$ cat config.mk
export PLATFORM = sky130hd
export DESIGN_NAME = gregorian_date_add_subtract_days
export DESIGN_NICKNAME = d
export VERILOG_FILES = /design/src/sv/gdate_pkg.sv /design/src/sv/gdate_step.sv /design/src/sv/gregorian_date_add_subtract_days.sv
export SDC_FILE = /design/constraint.sdc
export NUM_CORES = 1
export LEC_CHECK = 0
export ABC_CLOCK_PERIOD_IN_PS = 12600
export BUFFER_PORTS_ARGS = -buffer_cell sky130_fd_sc_hd__buf_2
export CORE_MARGIN = 8
export CORE_UTILIZATION = 65
export CTS_CLUSTER_DIAMETER = 80
export DETAILED_ROUTE_END_ITERATION = 8
export PLACE_DENSITY = 0.84
export SYNTH_ARGS = -nofsm -noshare
export SYNTH_HDL_FRONTEND = slang
export SYNTH_SLANG_ARGS = --single-unit
$ cat constraint.sdc
create_clock -name clk_i -period 12.6 [get_ports clk_i]
set_input_delay 1.26 -clock clk_i [delete_from_list [all_inputs] [get_ports clk_i]]
set_output_delay 1.26 -clock clk_i [all_outputs]
set_load 0.03 [all_outputs]
$ cat src/sv/gdate_pkg.sv
`timescale 1ns / 1ps

package gdate_pkg;

  // Low COUNT_BITS bits of day_count are used (range 8 to 24).
  localparam int unsigned COUNT_BITS = 16;

  localparam int unsigned YEAR_W  = 14;
  localparam int unsigned MONTH_W = 4;
  localparam int unsigned DAY_W   = 5;
  localparam int unsigned R400_W  = 9;

  localparam logic [YEAR_W-1:0]  YEAR_MIN  = YEAR_W'(1);
  localparam logic [YEAR_W-1:0]  YEAR_MAX  = YEAR_W'(9999);
  localparam logic [MONTH_W-1:0] MONTH_JAN = MONTH_W'(1);
  localparam logic [MONTH_W-1:0] MONTH_DEC = MONTH_W'(12);
  localparam logic [R400_W-1:0]  R400_MAX  = R400_W'(399);
  localparam logic [YEAR_W-1:0]  CYCLE_400 = YEAR_W'(400);

  // Result status codes.
  localparam logic [1:0] STATUS_OK      = 2'd0;
  localparam logic [1:0] STATUS_INVALID = 2'd1;
  localparam logic [1:0] STATUS_RANGE   = 2'd2;

  localparam logic [DAY_W-1:0] MONTH_LEN_NORM [12] = '{
    5'd31, 5'd28, 5'd31, 5'd30, 5'd31, 5'd30, 5'd31, 5'd31, 5'd30, 5'd31, 5'd30, 5'd31
  };
  localparam logic [DAY_W-1:0] MONTH_LEN_LEAP [12] = '{
    5'd31, 5'd29, 5'd31, 5'd30, 5'd31, 5'd30, 5'd31, 5'd31, 5'd30, 5'd31, 5'd30, 5'd31
  };

  // Leap test from the year modulo 400.
  function automatic logic leap_of(input logic [R400_W-1:0] r400);
    return (r400[1:0] == 2'b00) && (r400 != R400_W'(100)) &&
           (r400 != R400_W'(200)) && (r400 != R400_W'(300));
  endfunction

  // Month length; zero for a month code outside 1..12.
  function automatic logic [DAY_W-1:0] month_len(input logic [MONTH_W-1:0] month,
                                                 input logic leap);
    logic [3:0] idx;
    idx = 4'(month - MONTH_JAN);
    if (month == '0 || month > MONTH_DEC) begin
      return '0;
    end
    return leap ? MONTH_LEN_LEAP[idx] : MONTH_LEN_NORM[idx];
  endfunction

  typedef struct packed {
    logic                  dir;    // 1: walk backward
    logic [YEAR_W-1:0]     year;
    logic [MONTH_W-1:0]    month;
    logic [DAY_W-1:0]      day;
    logic [COUNT_BITS-1:0] rem;
    logic [R400_W-1:0]     r400;
  } step_req_t;

  typedef struct packed {
    logic                  done;
    logic                  ovf;
    logic [YEAR_W-1:0]     year;
    logic [MONTH_W-1:0]    month;
    logic [DAY_W-1:0]      day;
    logic [COUNT_BITS-1:0] rem;
    logic [R400_W-1:0]     r400;
  } step_rsp_t;

endpackage

$ cat src/sv/gdate_step.sv
`timescale 1ns / 1ps

// One month step of the date walk.
module gdate_step (
  input  gdate_pkg::step_req_t req_i,
  output gdate_pkg::step_rsp_t rsp_o
);

  logic [gdate_pkg::DAY_W-1:0]    len_cur;
  logic [gdate_pkg::DAY_W-1:0]    room;
  logic [gdate_pkg::DAY_W:0]      room_p1;
  logic                           wrap_fwd;
  logic                           wrap_bwd;
  logic [gdate_pkg::R400_W-1:0]   r400_inc;
  logic [gdate_pkg::R400_W-1:0]   r400_dec;
  logic [gdate_pkg::MONTH_W-1:0]  month_prev;

  assign len_cur  = gdate_pkg::month_len(req_i.month, gdate_pkg::leap_of(req_i.r400));
  assign room     = len_cur - req_i.day;
  assign room_p1  = {1'b0, room} + 6'd1;
  assign wrap_fwd = (req_i.month == gdate_pkg::MONTH_DEC);
  assign wrap_bwd = (req_i.month == gdate_pkg::MONTH_JAN);
  assign r400_inc = (req_i.r400 == gdate_pkg::R400_MAX) ? '0 : req_i.r400 + 9'd1;
  assign r400_dec = (req_i.r400 == '0) ? gdate_pkg::R400_MAX : req_i.r400 - 9'd1;
  assign month_prev = wrap_bwd ? gdate_pkg::MONTH_DEC : req_i.month - 4'd1;

  always_comb begin
    rsp_o.done  = 1'b0;
    rsp_o.ovf   = 1'b0;
    rsp_o.year  = req_i.year;
    rsp_o.month = req_i.month;
    rsp_o.day   = req_i.day;
    rsp_o.rem   = req_i.rem;
    rsp_o.r400  = req_i.r400;
    if (!req_i.dir) begin
      if (req_i.rem <= gdate_pkg::COUNT_BITS'(room)) begin
        rsp_o.done = 1'b1;
        rsp_o.day  = req_i.day + req_i.rem[gdate_pkg::DAY_W-1:0];
      end else if (wrap_fwd && req_i.year == gdate_pkg::YEAR_MAX) begin
        rsp_o.ovf = 1'b1;
      end else begin
        // jump to the first of the next month
        rsp_o.rem   = req_i.rem - gdate_pkg::COUNT_BITS'(room_p1);
        rsp_o.day   = gdate_pkg::DAY_W'(1);
        rsp_o.month = wrap_fwd ? gdate_pkg::MONTH_JAN : req_i.month + 4'd1;
        if (wrap_fwd) begin
          rsp_o.year = req_i.year + 14'd1;
          rsp_o.r400 = r400_inc;
        end
      end
    end else begin
      if (req_i.rem < gdate_pkg::COUNT_BITS'(req_i.day)) begin
        rsp_o.done = 1'b1;
        rsp_o.day  = req_i.day - req_i.rem[gdate_pkg::DAY_W-1:0];
      end else if (wrap_bwd && req_i.year == gdate_pkg::YEAR_MIN) begin
        rsp_o.ovf = 1'b1;
      end else begin
        // jump to the last day of the previous month
        rsp_o.rem   = req_i.rem - gdate_pkg::COUNT_BITS'(req_i.day);
        rsp_o.month = month_prev;
        if (wrap_bwd) begin
          rsp_o.year = req_i.year - 14'd1;
          rsp_o.r400 = r400_dec;
        end
        rsp_o.day = gdate_pkg::month_len(month_prev,
                      gdate_pkg::leap_of(wrap_bwd ? r400_dec : req_i.r400));
      end
    end
  end

endmodule

$ cat src/sv/gregorian_date_add_subtract_days.sv
`timescale 1ns / 1ps

// Gregorian date plus or minus a day count.
// Input stream: one request per date. tuser carries action (0 forward,
// 1 backward); tdata carries start year, month, day and day count.
// Output stream: one result per request. tdata carries the result date,
// tuser the status (ok, invalid start date, result outside 1..9999).
// A request crosses M month boundaries (up to about 2154 for a 16-bit
// count) and passes through these steps:
//   - reducing the year modulo 400 by repeated subtraction
//   - checking the day against the month length
//   - one month per cycle in the walk through the step unit
//   - presenting the result until the receiver takes it
// A start date with a bad year, month or day code goes straight to output.
// s_axis_tready_o is high only while the block is idle, so one request is
// in flight at a time. The result is held in registers and stays stable
// until the receiver takes it; a stalled receiver simply holds the block.
// Reset returns the sequencer to idle and drops any result not yet taken.
module gregorian_date_add_subtract_days (
  input  logic        clk_i,
  input  logic        rst_ni,
  input  logic        s_axis_tvalid_i,
  output logic        s_axis_tready_o,
  // [13:0] start_year, [17:14] start_month, [22:18] start_day,
  // [38:23] day_count, [39] zero
  input  logic [39:0] s_axis_tdata_i,
  // [0] action
  input  logic        s_axis_tuser_i,
  output logic        m_axis_tvalid_o,
  input  logic        m_axis_tready_i,
  // [13:0] result_year, [17:14] result_month, [22:18] result_day, [23] zero
  output logic [23:0] m_axis_tdata_o,
  // [1:0] status
  output logic [1:0]  m_axis_tuser_o
);

  localparam logic [2:0] ST_IDLE  = 3'd0;
  localparam logic [2:0] ST_MOD   = 3'd1;
  localparam logic [2:0] ST_CHECK = 3'd2;
  localparam logic [2:0] ST_WALK  = 3'd3;
  localparam logic [2:0] ST_OUT   = 3'd4;

  localparam int unsigned CB   = gdate_pkg::COUNT_BITS;
  localparam int unsigned ExtW = (CB > 16) ? CB : 16;

  logic [2:0] state_q, state_d;

  logic                          dir_q;
  logic [gdate_pkg::YEAR_W-1:0]  year_q, year_d;
  logic [gdate_pkg::MONTH_W-1:0] month_q, month_d;
  logic [gdate_pkg::DAY_W-1:0]   day_q, day_d;
  logic [CB-1:0]                 rem_q, rem_d;
  logic [gdate_pkg::R400_W-1:0]  r400_q, r400_d;
  logic [gdate_pkg::YEAR_W-1:0]  yrem_q, yrem_d;   // year being reduced mod 400
  logic [1:0]                    status_q, status_d;

  logic [gdate_pkg::YEAR_W-1:0]  in_year;
  logic [gdate_pkg::MONTH_W-1:0] in_month;
  logic [gdate_pkg::DAY_W-1:0]   in_day;
  logic [ExtW-1:0]               in_count_ext;
  logic                          in_bad;
  logic                          in_fire;

  gdate_pkg::step_req_t step_req;
  gdate_pkg::step_rsp_t step_rsp;

  assign in_year      = s_axis_tdata_i[13:0];
  assign in_month     = s_axis_tdata_i[17:14];
  assign in_day       = s_axis_tdata_i[22:18];
  assign in_count_ext = ExtW'(s_axis_tdata_i[38:23]);

  assign in_bad = !(in_year inside {[1:9999]}) || !(in_month inside {[1:12]}) ||
                  (in_day == '0);

  assign s_axis_tready_o = (state_q == ST_IDLE);
  assign in_fire         = s_axis_tvalid_i && s_axis_tready_o;

  assign step_req.dir   = dir_q;
  assign step_req.year  = year_q;
  assign step_req.month = month_q;
  assign step_req.day   = day_q;
  assign step_req.rem   = rem_q;
  assign step_req.r400  = r400_q;

  gdate_step u_step (
    .req_i (step_req),
    .rsp_o (step_rsp)
  );

  always_comb begin
    state_d  = state_q;
    year_d   = year_q;
    month_d  = month_q;
    day_d    = day_q;
    rem_d    = rem_q;
    r400_d   = r400_q;
    yrem_d   = yrem_q;
    status_d = status_q;
    case (state_q)
      ST_IDLE: begin
        if (in_fire) begin
          year_d  = in_year;
          month_d = in_month;
          day_d   = in_day;
          rem_d   = in_count_ext[CB-1:0];
          yrem_d  = in_year;
          if (in_bad) begin
            status_d = gdate_pkg::STATUS_INVALID;
            state_d  = ST_OUT;
          end else begin
            state_d = ST_MOD;
          end
        end
      end
      ST_MOD: begin
        if (yrem_q >= gdate_pkg::CYCLE_400) begin
          yrem_d = yrem_q - gdate_pkg::CYCLE_400;
        end else begin
          r400_d  = yrem_q[gdate_pkg::R400_W-1:0];
          state_d = ST_CHECK;
        end
      end
      ST_CHECK: begin
        if (day_q > gdate_pkg::month_len(month_q, gdate_pkg::leap_of(r400_q))) begin
          status_d = gdate_pkg::STATUS_INVALID;
          state_d  = ST_OUT;
        end else begin
          state_d = ST_WALK;
        end
      end
      ST_WALK: begin
        if (step_rsp.ovf) begin
          status_d = gdate_pkg::STATUS_RANGE;
          state_d  = ST_OUT;
        end else begin
          year_d  = step_rsp.year;
          month_d = step_rsp.month;
          day_d   = step_rsp.day;
          rem_d   = step_rsp.rem;
          r400_d  = step_rsp.r400;
          if (step_rsp.done) begin
            status_d = gdate_pkg::STATUS_OK;
            state_d  = ST_OUT;
          end
        end
      end
      ST_OUT: begin
        if (m_axis_tready_i) begin
          state_d = ST_IDLE;
        end
      end
      default: begin
        state_d = ST_IDLE;
      end
    endcase
  end

  always_ff @(posedge clk_i or negedge rst_ni) begin
    if (!rst_ni) begin
      state_q <= ST_IDLE;
    end else begin
      state_q <= state_d;
    end
  end

  // payload registers, no reset needed
  always_ff @(posedge clk_i) begin
    if (in_fire) begin
      dir_q <= s_axis_tuser_i;
    end
    year_q   <= year_d;
    month_q  <= month_d;
    day_q    <= day_d;
    rem_q    <= rem_d;
    r400_q   <= r400_d;
    yrem_q   <= yrem_d;
    status_q <= status_d;
  end

  assign m_axis_tvalid_o = (state_q == ST_OUT);
  assign m_axis_tuser_o  = status_q;
  assign m_axis_tdata_o  = (status_q == gdate_pkg::STATUS_OK) ?
                           {1'b0, day_q, month_q, year_q} : '0;

  // no new request while a result is pending
  a_busy_while_out: assert property (@(posedge clk_i) disable iff (!rst_ni)
    m_axis_tvalid_o |-> !s_axis_tready_o)
    else $error("request taken while result pending");

  a_busy_after_accept: assert property (@(posedge clk_i) disable iff (!rst_ni)
    (s_axis_tvalid_i && s_axis_tready_o) |=> !s_axis_tready_o)
    else $error("ready right after a request");

  a_error_zero: assert property (@(posedge clk_i) disable iff (!rst_ni)
    (m_axis_tvalid_o && m_axis_tuser_o != gdate_pkg::STATUS_OK) |-> (m_axis_tdata_o == '0))
    else $error("nonzero date with error status");

  a_ok_date_sane: assert property (@(posedge clk_i) disable iff (!rst_ni)
    (m_axis_tvalid_o && m_axis_tuser_o == gdate_pkg::STATUS_OK) |->
      (m_axis_tdata_o[17:14] != '0 && m_axis_tdata_o[17:14] <= gdate_pkg::MONTH_DEC &&
       m_axis_tdata_o[22:18] != '0 && m_axis_tdata_o[13:0] != '0 &&
       m_axis_tdata_o[13:0] <= gdate_pkg::YEAR_MAX))
    else $error("ok result with bad date");

endmodule
==> impl_metrics.ini <==
[detailed_routing]
via_per_inst = 6.66
wl_per_cell_um = 19.5
vias = 6436
finalWirelength_um = 18900
drc_errors = 0
drt_iter0_drc = 587
postRouteAntennaNets = 0
dr.pass1.iters = 5

[placed_design]
numPortBuffers = 70
dp_hpwl_um = 13900
gp_congestion = 0.923

[global_route]
grt_max_degree = 45
grt_pass1_vias = 6179
overflow = 0
antenna_found_initial = 1
track_usage = 0.282
grt_pass1_wl_um = 30500

[timing]
worstMarginPinSlew_ns = 0.964
finalSetupViolCount = 0
finalSetupTns_ns = 0
hold_viol = 0
period_share = 0.488
rsz0062_at_grt = false
slew_violations = 0
fin_skew_ns = 0.0119
max_slew_margin = 0.357
max_freq_ghz = 0.163
timing.final.crit_period_ns = 6.15

[die]
die_y_um = 116
floorplan.initialDensity = 0.669
core_sq_um = 9770
io_pins = 73
rows = 36
die_w_um = 116
die_area_sq_um = 13500

[synthesis]
ys_seq_elements = 68
ys_types = 86
synth_edf_count = 65
syn-num-nets = 886
ys_warn_count = 0
synth_top_area_cell = edfxtp_1
synth.avg_cell_area_sq_um = 8.23
synthFlopType = edfxtp_1
ys_seq_area_frac = 0.310
netlist_area_sq_um = 6540
syn_inst = 795
synthDominantCellAreaShare = 0.298
async_reset_ff_frac = 0.0441
synth.area.top_cells = edfxtp_1 30%, ha_1 7.8%, nand2_1 5.0%

[setup_path]
startpoint_type = flip-flop
worstSetupStartpoint = r400_q[3]
reg2regPathDepth = 20
r2r_setup_slack_ns = 6.45
endpoint = r400_q[6]
cp.required_ns = 12.60
end_kind = flip-flop
reg2reg_to = r400_q[6]
r2r_start = r400_q[3]
path_class = flip-flop to flip-flop
cp.arrival_ns = 6.14
crit_fanout = 19

[pwr]
leakage_uw = 0.00287
peakVddDrop_v = 0.000127
p_comb_frac = 0.557
p_sw_uw = 824
p_int_uw = 871
clockPowerShare = 0.135
switching_share = 0.486
pwr-share-seq = 0.308
powerDensity_nw_per_um2 = 238

[clocking]
cts_resized = 0
ctsLongestPathBuffers = 2
cts_buffers = 9
htree_levels = 3
cts_hold_buf = 0
cts_tree = built
cts.root.buffer_cell = clkbuf_8
insertion_delay_ns = 0.37
postCtsSetupBuffers = 0
clk_pin_slew_ns = 0.09
cts.sinks = 68

[layout]
diodes = 0
final_common_cell = nand2_1
layout-drive-gt1-share = 0.141
postLayoutCoreUtil = 0.730
area_growth_pct = 9.08
most-common-layout-cells = 88 x nand2_1, 72 x nor2_1, 70 x buf_2
fin_nets = 920

[hold_path]
hold_path.class = flip-flop to flip-flop
holdPathStages = 2

[job]
maxCapViolCount = 0

[outcome]
status = finished, final reports clean
[critical path, cell delays in order (launching register included)]
cell and delay, ns:
edfxtp_1 0.55, or3b_2 0.52, a211oi_1 0.24, a21oi_1 0.06, o21ai_0 0.26, a31oi_1 0.12
nor2b_1 0.18, o2111ai_1 0.15, ha_1 0.24, fa_1 0.41, inv_1 0.07, a21o_1 0.10
a21oi_1 0.07, xor2_1 0.20, ha_1 0.33, and4b_1 0.22, and4_1 0.22, a31o_2 0.24
a21oi_2 0.73, a221oi_2 0.22, nor2_1 0.64
[metrics by stage]
step | instance area, sq um | cells | hold slack, ns | total power (uW) | setup slack [ns]
3_3_place_gp | 6890 | 951 | 0.532 | 1390 | 6.60
3_5_place_dp | 6890 | 951 | 0.557 | 1440 | 6.54
4_1_cts | 7140 | 967 | 0.600 | 1670 | 6.52
2_1_floorplan | 6540 | 795 | 0.523 | 1190 | 6.04
6_report | 7140 | 967 | 0.603 | 1700 | 6.45
5_1_grt | 7140 | 967 | 0.646 | 1810 | 6.03
[final cells by class]
cell class                 count  area (sq um)
sequential                    68          2030
clock buffer                   9           124
clock inverter                 7           124
tap                          133           166
timing repair buffer          75           388
inverter                      43           161
multi-input combinational    632          4150
fill                         771          2640
[per-layer routing]
layer	routed length [um]	part of all wire	vias to the layer above	global-route usage
met5	12	0.00064	-	0
met4	599	0.032	2	0.124
met3	1680	0.089	60	0.0538
met2	8650	0.46	342	0.441
met1	7940	0.42	3050	0.371
li1	-	-	2982	-
[power by group through the flow]
stage	Sequential, uW	Clock (uW)	Combinational, uW
after floorplan	433	0	761
after global placement	510	0	879
after detailed placement	519	0	920
after CTS	514	228	929
after global routing	535	238	1040
final	522	228	945
[Yosys cell counts, types with 6 or more instances]
| cell | number |
|---|---|
| o31ai_1 | 9 |
| xnor2_1 | 18 |
| ha_1 | 41 |
| nand2_1 | 88 |
| o21ai_1 | 22 |
| clkbuf_1 | 43 |
| xor2_1 | 19 |
| nor2_1 | 72 |
| nand2b_1 | 9 |
| a21oi_1 | 28 |
| o211ai_1 | 9 |
| nor3_1 | 35 |
| nand3_1 | 24 |
| edfxtp_1 | 65 |
| and2_1 | 19 |
| or3_1 | 7 |
| nor4_1 | 7 |
| nand4_1 | 9 |
| o221ai_1 | 8 |
| or2_2 | 6 |
| or4_1 | 11 |
| a31oi_1 | 13 |
| o21ai_0 | 50 |
| a311oi_1 | 6 |
| inv_1 | 42 |
| nor2b_1 | 10 |
| and3_1 | 7 |
[state kept, by name, summed over array words and instances, names as in the netlist]
name / cells
day_q: 5
dir_q: 1
m_axis_tuser_o: 2
month_q: 4
r400_q: 9
rem_q: 16
state_q: 3
year_q: 14
yrem_q: 14
[worst min path at each step]
| stage | startpoint | to | slack (ns) |
|---|---|---|---|
| after global routing | yrem_q[2] | r400_q[2] | 0.65 |
| after floorplan | yrem_q[2] | r400_q[2] | 0.52 |
| after CTS | yrem_q[3] | r400_q[3] | 0.60 |
| after global placement | yrem_q[2] | r400_q[2] | 0.53 |
| after detailed placement | yrem_q[2] | r400_q[2] | 0.56 |
| final | yrem_q[0] | r400_q[0] | 0.60 |
[logic make-up after synthesis]
group / Yosys count / share of synthesized area
AOI/OAI and AO/OA: 214 / 0.224
xor gates and xnor gates: 37 / 0.0495
adders and majority gates: 47 / 0.0952
buffers and inverters: 95 / 0.0570
DFF: 68 / 0.310
muxes: 7 / 0.0132
other: 1 / 0.000573
and+or+nand+nor: 326 / 0.250
Power figures use the tool's default switching activity.
